===== config.mk =====
export PLATFORM = sky130hd
export DESIGN_NAME = two_class_priority_request_queue
export DESIGN_NICKNAME = d
export VERILOG_FILES = /design/src/rtl/tpq_pkg.sv /design/src/rtl/tpq_cell.sv /design/src/rtl/two_class_priority_request_queue.sv
export SDC_FILE = /design/constraint.sdc
export NUM_CORES = 1
export LEC_CHECK = 0
export ABC_AREA = 0
export BUFFER_PORTS_ARGS = -buffer_cell sky130_fd_sc_hd__buf_4
export CORE_ASPECT_RATIO = 1.4
export CORE_MARGIN = 4
export CORE_UTILIZATION = 50
export CTS_CLUSTER_DIAMETER = 50
export DETAILED_ROUTE_END_ITERATION = 12
export PLACE_DENSITY = 0.79
export SYNTH_ARGS = -nofsm -noshare
export SYNTH_HDL_FRONTEND = slang
export SYNTH_SLANG_ARGS = --single-unit

===== constraint.sdc =====
create_clock -name aclk -period 6.7 [get_ports aclk]
set_clock_uncertainty 0.15 [all_clocks]
set_input_delay 1.005 -clock aclk [delete_from_list [all_inputs] [get_ports aclk]]
set_output_delay 1.005 -clock aclk [all_outputs]
set_load 0.02 [all_outputs]

===== src/rtl/tpq_pkg.sv =====
// shared constants and types for the two-class priority request queue
package tpq_pkg;

    localparam int DEF_QUEUE_DEPTH = 16;
    localparam int DEF_ID_BITS     = 10;

    localparam int CFG_ADDR_W = 1;
    localparam int CFG_DATA_W = 5;
    localparam int OCC_W      = 5;

    // register indexes
    localparam logic [CFG_ADDR_W-1:0] REG_POLICY    = 1'd0;
    localparam logic [CFG_ADDR_W-1:0] REG_CAP_LIMIT = 1'd1;

    // policy codes
    localparam logic [1:0] POLICY_FIFO    = 2'd0;
    localparam logic [1:0] POLICY_STATIC  = 2'd1;
    localparam logic [1:0] POLICY_DYNAMIC = 2'd2;

    localparam logic [CFG_DATA_W-1:0] CAP_LIMIT_RESET = 5'd16;

    // input modes
    localparam logic MODE_PUSH = 1'b0;
    localparam logic MODE_POP  = 1'b1;

    // per-beat control broadcast to every cell
    typedef struct packed {
        logic push;
        logic pop;
        logic prio_en;
        logic want_static;
        logic fallback;
    } tpq_ctl_t;

    // signals rippling from a cell to the next one up
    typedef struct packed {
        logic found;
        logic shift;
    } tpq_link_t;

endpackage


===== src/rtl/tpq_cell.sv =====
// one queue slot: holds an entry, finds the pick, shifts down on removal
module tpq_cell #(
    parameter int IDX     = 0,
    parameter int ID_BITS = tpq_pkg::DEF_ID_BITS,
    parameter int CNT_W   = 5
) (
    input  logic                aclk,
    input  logic [CNT_W-1:0]    count,
    input  tpq_pkg::tpq_ctl_t   ctl,
    input  logic [ID_BITS-1:0]  push_id,
    input  logic                push_cls,
    input  logic [ID_BITS-1:0]  upper_id,
    input  logic                upper_cls,
    input  tpq_pkg::tpq_link_t  link_in,
    output tpq_pkg::tpq_link_t  link_out,
    input  logic [ID_BITS-1:0]  pid_in,
    output logic [ID_BITS-1:0]  pid_out,
    output logic [ID_BITS-1:0]  id_out,
    output logic                cls_out
);
    import tpq_pkg::*;

    logic [ID_BITS-1:0] id_reg;
    logic               cls_reg;
    logic               occ;
    logic               match;
    logic               pick;
    logic               shift_here;
    logic               is_tail;

    assign occ     = CNT_W'(IDX) < count;
    assign is_tail = CNT_W'(IDX) == count;
    assign match   = occ && (cls_reg == ctl.want_static);

    // first matching slot wins; slot 0 also takes the fallback pick
    assign pick = (ctl.prio_en && match && !link_in.found)
                  || ((IDX == 0) && ctl.fallback);

    assign shift_here     = link_in.shift || pick;
    assign link_out.found = link_in.found || match;
    assign link_out.shift = shift_here;

    assign pid_out = pick ? id_reg : pid_in;
    assign id_out  = id_reg;
    assign cls_out = cls_reg;

    always_ff @(posedge aclk) begin
        if (ctl.pop && shift_here) begin
            id_reg  <= upper_id;
            cls_reg <= upper_cls;
        end else if (ctl.push && is_tail) begin
            id_reg  <= push_id;
            cls_reg <= push_cls;
        end
    end

endmodule


===== src/rtl/two_class_priority_request_queue.sv =====
// top level: two-class priority request queue built as a row of shifting cells
//
//  channel   dir  handshake             payload
//  s_*       in   s_valid / s_ready     s_mode, s_conn_id, s_static_req
//  m_*       out  m_valid / m_ready     m_accepted, m_was_empty, m_popped_id, m_occupancy
//  cfg_*     in   cfg_wr_en             cfg_addr, cfg_wdata
//
// one beat per cycle while s_ready is high: a push or pop is applied to the cell row in
// the cycle it is accepted; its result appears in the output register on the next cycle.
// the pick search and the popped id ripple combinationally through the cells.
// s_ready is high while the output register is empty or being drained.
// synchronous active-low reset empties the queue; no clearing pass is needed.
module two_class_priority_request_queue #(
    parameter int QUEUE_DEPTH = tpq_pkg::DEF_QUEUE_DEPTH,
    parameter int ID_BITS     = tpq_pkg::DEF_ID_BITS
) (
    input  logic                            aclk,
    input  logic                            aresetn,
    input  logic                            s_valid,
    output logic                            s_ready,
    input  logic                            s_mode,
    input  logic [ID_BITS-1:0]              s_conn_id,
    input  logic                            s_static_req,
    output logic                            m_valid,
    input  logic                            m_ready,
    output logic                            m_accepted,
    output logic                            m_was_empty,
    output logic [ID_BITS-1:0]              m_popped_id,
    output logic [tpq_pkg::OCC_W-1:0]       m_occupancy,
    input  logic                            cfg_wr_en,
    input  logic [tpq_pkg::CFG_ADDR_W-1:0]  cfg_addr,
    input  logic [tpq_pkg::CFG_DATA_W-1:0]  cfg_wdata
);
    import tpq_pkg::*;

    localparam int CNT_W = $clog2(QUEUE_DEPTH + 1);

    logic [1:0]            policy_reg;
    logic [CFG_DATA_W-1:0] cap_reg;
    logic [CNT_W-1:0]      count_reg;
    logic [CNT_W-1:0]      count_next;

    logic                  m_valid_reg;
    logic                  accepted_reg;
    logic                  was_empty_reg;
    logic [ID_BITS-1:0]    popped_reg;
    logic [OCC_W-1:0]      occ_reg;

    logic                  fire;
    logic                  can_push;
    logic                  do_push;
    logic                  do_pop;
    logic                  prio_en;
    tpq_ctl_t              ctl;

    tpq_link_t             link [0:QUEUE_DEPTH];
    logic [ID_BITS-1:0]    pid  [0:QUEUE_DEPTH];
    logic [ID_BITS-1:0]    cid  [0:QUEUE_DEPTH];
    logic                  ccls [0:QUEUE_DEPTH];

    assign s_ready = !m_valid_reg || m_ready;
    assign fire    = s_valid && s_ready;

    // limit above the depth is clamped by the second compare
    assign can_push = (32'(count_reg) < 32'(cap_reg))
                      && (32'(count_reg) < QUEUE_DEPTH);
    assign do_push  = fire && (s_mode == MODE_PUSH) && can_push;
    assign do_pop   = fire && (s_mode == MODE_POP) && (count_reg != '0);

    assign prio_en  = (policy_reg == POLICY_STATIC) || (policy_reg == POLICY_DYNAMIC);

    always_comb begin
        ctl.push        = do_push;
        ctl.pop         = do_pop;
        ctl.prio_en     = prio_en;
        ctl.want_static = (policy_reg == POLICY_STATIC);
        // priority off or no entry of the preferred class: take the oldest
        ctl.fallback    = !(prio_en && link[QUEUE_DEPTH].found);
    end

    assign link[0] = '{found: 1'b0, shift: 1'b0};
    assign pid[0]  = '0;
    assign cid[QUEUE_DEPTH]  = '0;
    assign ccls[QUEUE_DEPTH] = 1'b0;

    for (genvar i = 0; i < QUEUE_DEPTH; i++) begin : g_cell
        tpq_cell #(
            .IDX     (i),
            .ID_BITS (ID_BITS),
            .CNT_W   (CNT_W)
        ) u_cell (
            .aclk      (aclk),
            .count     (count_reg),
            .ctl       (ctl),
            .push_id   (s_conn_id),
            .push_cls  (s_static_req),
            .upper_id  (cid[i+1]),
            .upper_cls (ccls[i+1]),
            .link_in   (link[i]),
            .link_out  (link[i+1]),
            .pid_in    (pid[i]),
            .pid_out   (pid[i+1]),
            .id_out    (cid[i]),
            .cls_out   (ccls[i])
        );
    end

    always_comb begin
        count_next = count_reg;
        if (do_push) begin
            count_next = count_reg + 1'b1;
        end else if (do_pop) begin
            count_next = count_reg - 1'b1;
        end
    end

    always_ff @(posedge aclk) begin
        if (!aresetn) begin
            policy_reg <= POLICY_FIFO;
            cap_reg    <= CAP_LIMIT_RESET;
        end else if (cfg_wr_en) begin
            case (cfg_addr)
                REG_POLICY:    policy_reg <= cfg_wdata[1:0];
                REG_CAP_LIMIT: cap_reg    <= cfg_wdata;
                default: begin
                end
            endcase
        end
    end

    always_ff @(posedge aclk) begin
        if (!aresetn) begin
            count_reg   <= '0;
            m_valid_reg <= 1'b0;
        end else begin
            count_reg <= count_next;
            if (fire) begin
                m_valid_reg <= 1'b1;
            end else if (m_ready) begin
                m_valid_reg <= 1'b0;
            end
        end
    end

    always_ff @(posedge aclk) begin
        if (fire) begin
            accepted_reg  <= do_push || do_pop;
            was_empty_reg <= (s_mode == MODE_POP) && (count_reg == '0);
            popped_reg    <= do_pop ? pid[QUEUE_DEPTH] : '0;
            occ_reg       <= OCC_W'(32'(count_next));
        end
    end

    assign m_valid     = m_valid_reg;
    assign m_accepted  = accepted_reg;
    assign m_was_empty = was_empty_reg;
    assign m_popped_id = popped_reg;
    assign m_occupancy = occ_reg;

endmodule


==> impl_metrics.csv <==
group,metric,value,unit
timing,maxSlewHeadroom,13.1,%
routing,route.vias.total,8158,
layout,num-nets-final,934,
worst_hold_path,whs_path_depth,2,
logic_synthesis,synth_edf_count,182,
routing,wl,31500,µm
floorplanning,core-area,22400,µm²
power,power.density,375,nW/µm²
grt,antenna_found_initial,0,
worst_hold_path,min_to,"policy_reg[1]",
floorplanning,dieArea,25300,µm²
timing,setup_viol,0,
floorplanning,initial_core_util,50.7,%
critical_path,critPathTopFamily,"simple AND/OR/NAND/NOR gates",
power,p_total,4720,µW
routing,post_drt_wl_per_cell,25.8,µm
clocking,cts_tree,"yes",
critical_path,path_max_fanout,21,
layout,design_area,12600,µm²
logic_synthesis,postSynthAreaPerCell,12.9,µm²
routing,drtIter0Drc,1043,
power,sw_frac_of_total,35.6,%
power,p_switching,1680,µW
logic_synthesis,ys.flop_type,"edfxtp_1",
floorplanning,dieWidth,135,µm
clocking,cts_hold_buffers,0,
critical_path,reg2reg_to,"g_cell[7].u_cell.id_out[2]",
logic_synthesis,yosysWarningCount,0,
critical_path,required,6680,ps
timing,finalHoldViolations,0,
critical_path,worst-r2r-setup-slack,1550,ps
critical_path,worst_path_largest_cell_delay,940,ps
critical_path,worstPathCellList,"inv_1 > ha_1 > xor2_1 > nor2_1 > a211oi_2 > and4_1 > o41ai_4 > nand2_1",
clocking,post_cts_resized,0,
critical_path,critPathBufInv,1,
clocking,postCtsSetupBuffers,0,
power,p_int,3040,µW
layout,mostFrequentLayoutCells,"182 x edfxtp_1, 131 x mux2_2, 50 x buf_4",
routing,drt_first_pass_iters,5,
logic_synthesis,netlist_area,11400,µm²
critical_path,cp-end-kind,"register",
clocking,root_buffer,"clkbuf_16",
critical_path,rr_worst_depth,8,
logic_synthesis,async_flop_share,0,%
floorplanning,ioPinCount,42,
routing,vias_per_cell,6.69,
routing,ant_nets,0,
timing,layout_setup_ws,1550,ps
clocking,path_clk_slew,60,ps
timing,worst_pin_slew,1300,ps
critical_path,start_kind,"register",
grt,gr-total-overflow,0,
critical_path,r2r-start,"policy_reg[1]",
run_status,outcome,"completed",
layout,areaGrowthSynthToFinish,10.7,%
power,p_leak,0.00440,µW
power,seqPwrFrac,39.5,%
place,gp_congestion,0.959,
critical_path,crit_path_top_delay_cell,"o41ai_4",
logic_synthesis,ys_ff_latch,206,
grt,grt.total_usage,24.5,%
power,p_comb_share,33.0,%
place,hpwl,22600,µm
logic_synthesis,synth_cell_types,85,
timing,fin_setup_tns,0,ps
floorplanning,die_h,186,µm
logic_synthesis,synthCells,885,
floorplanning,rows,65,
timing,max_freq,0.194,GHz
clocking,numCtsBuffers,24,
power,ir_drop,204,µV
layout,largest_reg_flops,160,
place,port-buffer-count,41,
routing,drc,0,
place,place_area,11800,µm²
logic_synthesis,ys_seq_area_share,52.3,%
worst_hold_path,min_path_type,"reg -> reg",
clocking,htree_num_levels,1,
timing,period_share,76.9,%
worst_hold_path,hold_start,"policy_reg[1]",
flow_run,cap_violations,0,
layout,mostFrequentLayoutCell,"edfxtp_1",
layout,layout-drive-gt1-share,29.1,%
grt,grt_start_max_net_pins,27,
layout,diodes,0,
critical_path,crit_type,"reg -> reg",
logic_synthesis,syn-num-nets,918,
place,post-place-ws,1630,ps
grt,grt_pass1_vias,8014,
clocking,clockBufferDepth,3,
timing,drv_slew,0,
timing,layout_min_cycle_time,5150,ps
clocking,clk-insertion-delay-late,530,ps
timing,rsz0062_at_grt,"false",
power,clockPowerShare,27.5,%
critical_path,worstPathArrival,5140,ps
clocking,cts_sinks,206,
grt,grt_pass1_wl,48300,µm
timing,whs,319,ps
## area by class of cell
cell class | count | area (µm²)
repair buffers | 50 | 375
flip-flops and latches | 206 | 5950
multi-input cells | 602 | 5050
clock buffers | 29 | 629
clock inverters | 15 | 158
fillers | 1854 | 9850
well taps | 301 | 377
inverters | 17 | 63.8
## layer usage
layer | share of wire, % | vias up | wire (µm) | GRT usage [%]
li1 | - | 3524 | - | -
met3 | 8.2 | 103 | 2580 | 3.43
met4 | 4.0 | 0 | 1260 | 8.15
met1 | 38 | 4060 | 11900 | 32.0
met5 | 0 | - | 0 | 0
met2 | 50 | 471 | 15700 | 42.0
## cell usage after synthesis (8+ instances only)
library cell | instances | share of area (%)
a21o_1 | 12 | 0.79
a21oi_1 | 16 | 0.70
a221o_1 | 10 | 0.88
a22o_1 | 9 | 0.69
a22oi_1 | 17 | 1.1
and2_1 | 16 | 0.88
and3_1 | 11 | 0.60
buf_2 | 20 | 0.88
buf_4 | 13 | 0.86
clkbuf_1 | 24 | 0.79
dfxtp_1 | 24 | 4.2
edfxtp_1 | 182 | 48
ha_1 | 10 | 1.1
inv_1 | 17 | 0.56
mux2_1 | 16 | 1.6
mux2_2 | 131 | 13
mux2_4 | 18 | 2.4
mux2i_1 | 15 | 1.3
nand2_1 | 39 | 1.3
nand3_1 | 22 | 0.97
nor2_1 | 45 | 1.5
nor2b_1 | 8 | 0.44
nor3_1 | 14 | 0.62
o211ai_1 | 12 | 0.79
o21ai_0 | 20 | 0.88
o22ai_1 | 11 | 0.60
xnor2_1 | 10 | 0.77
## tightest hold or removal path, delay by kind of cell, from the launching register on
family | cells | cell delay (ps)
flip-flops | 1 | 310
AO/OA/AOI/OAI | 1 | 60
AND/OR/NAND/NOR | 1 | 50
## metrics by stage
step	util, %	instances
finish	56.1	1220
global route	56.1	1220
CTS	56.1	1220
detailed placement	52.6	1176
global placement	52.6	1176
floorplan	-	885
## how the worst max path moves through the flow
stage                              from                    endpoint  slack, ps  cells past startpoint
after floorplan                 m_ready   g_cell[10].u_cell.cls_out       2680                      8
after global placement    policy_reg[1]  g_cell[7].u_cell.id_out[3]       1790                      8
after detailed placement  policy_reg[1]  g_cell[7].u_cell.id_out[1]       1630                      8
after CTS                 policy_reg[1]  g_cell[7].u_cell.id_out[1]       1610                      8
after global routing      policy_reg[1]  g_cell[7].u_cell.id_out[2]       1230                      8
final                     policy_reg[1]  g_cell[7].u_cell.id_out[2]       1550                      8
## power by group through the flow
stage	Clock [µW]	Combinational, µW	Sequential, µW
after global routing	1370	1650	1880
after global placement	0	1490	1880
after floorplan	0	1120	1830
final	1300	1560	1860
after detailed placement	0	1520	1880
after CTS	1310	1530	1860
## cell families (layout without fill, tap and decap cells)
group	count (synthesis)	after routing	synth area share, %
AOI/OAI and AO/OA	190	190	13.4
xor gates and xnor gates	16	16	1.30
adders and majority gates	10	10	1.10
buffers and inverters	77	111	3.39
DFF	206	206	52.3
muxes	180	180	18.2
and+or+nand+nor	206	206	10.3
(Power assumes the default switching activity.)
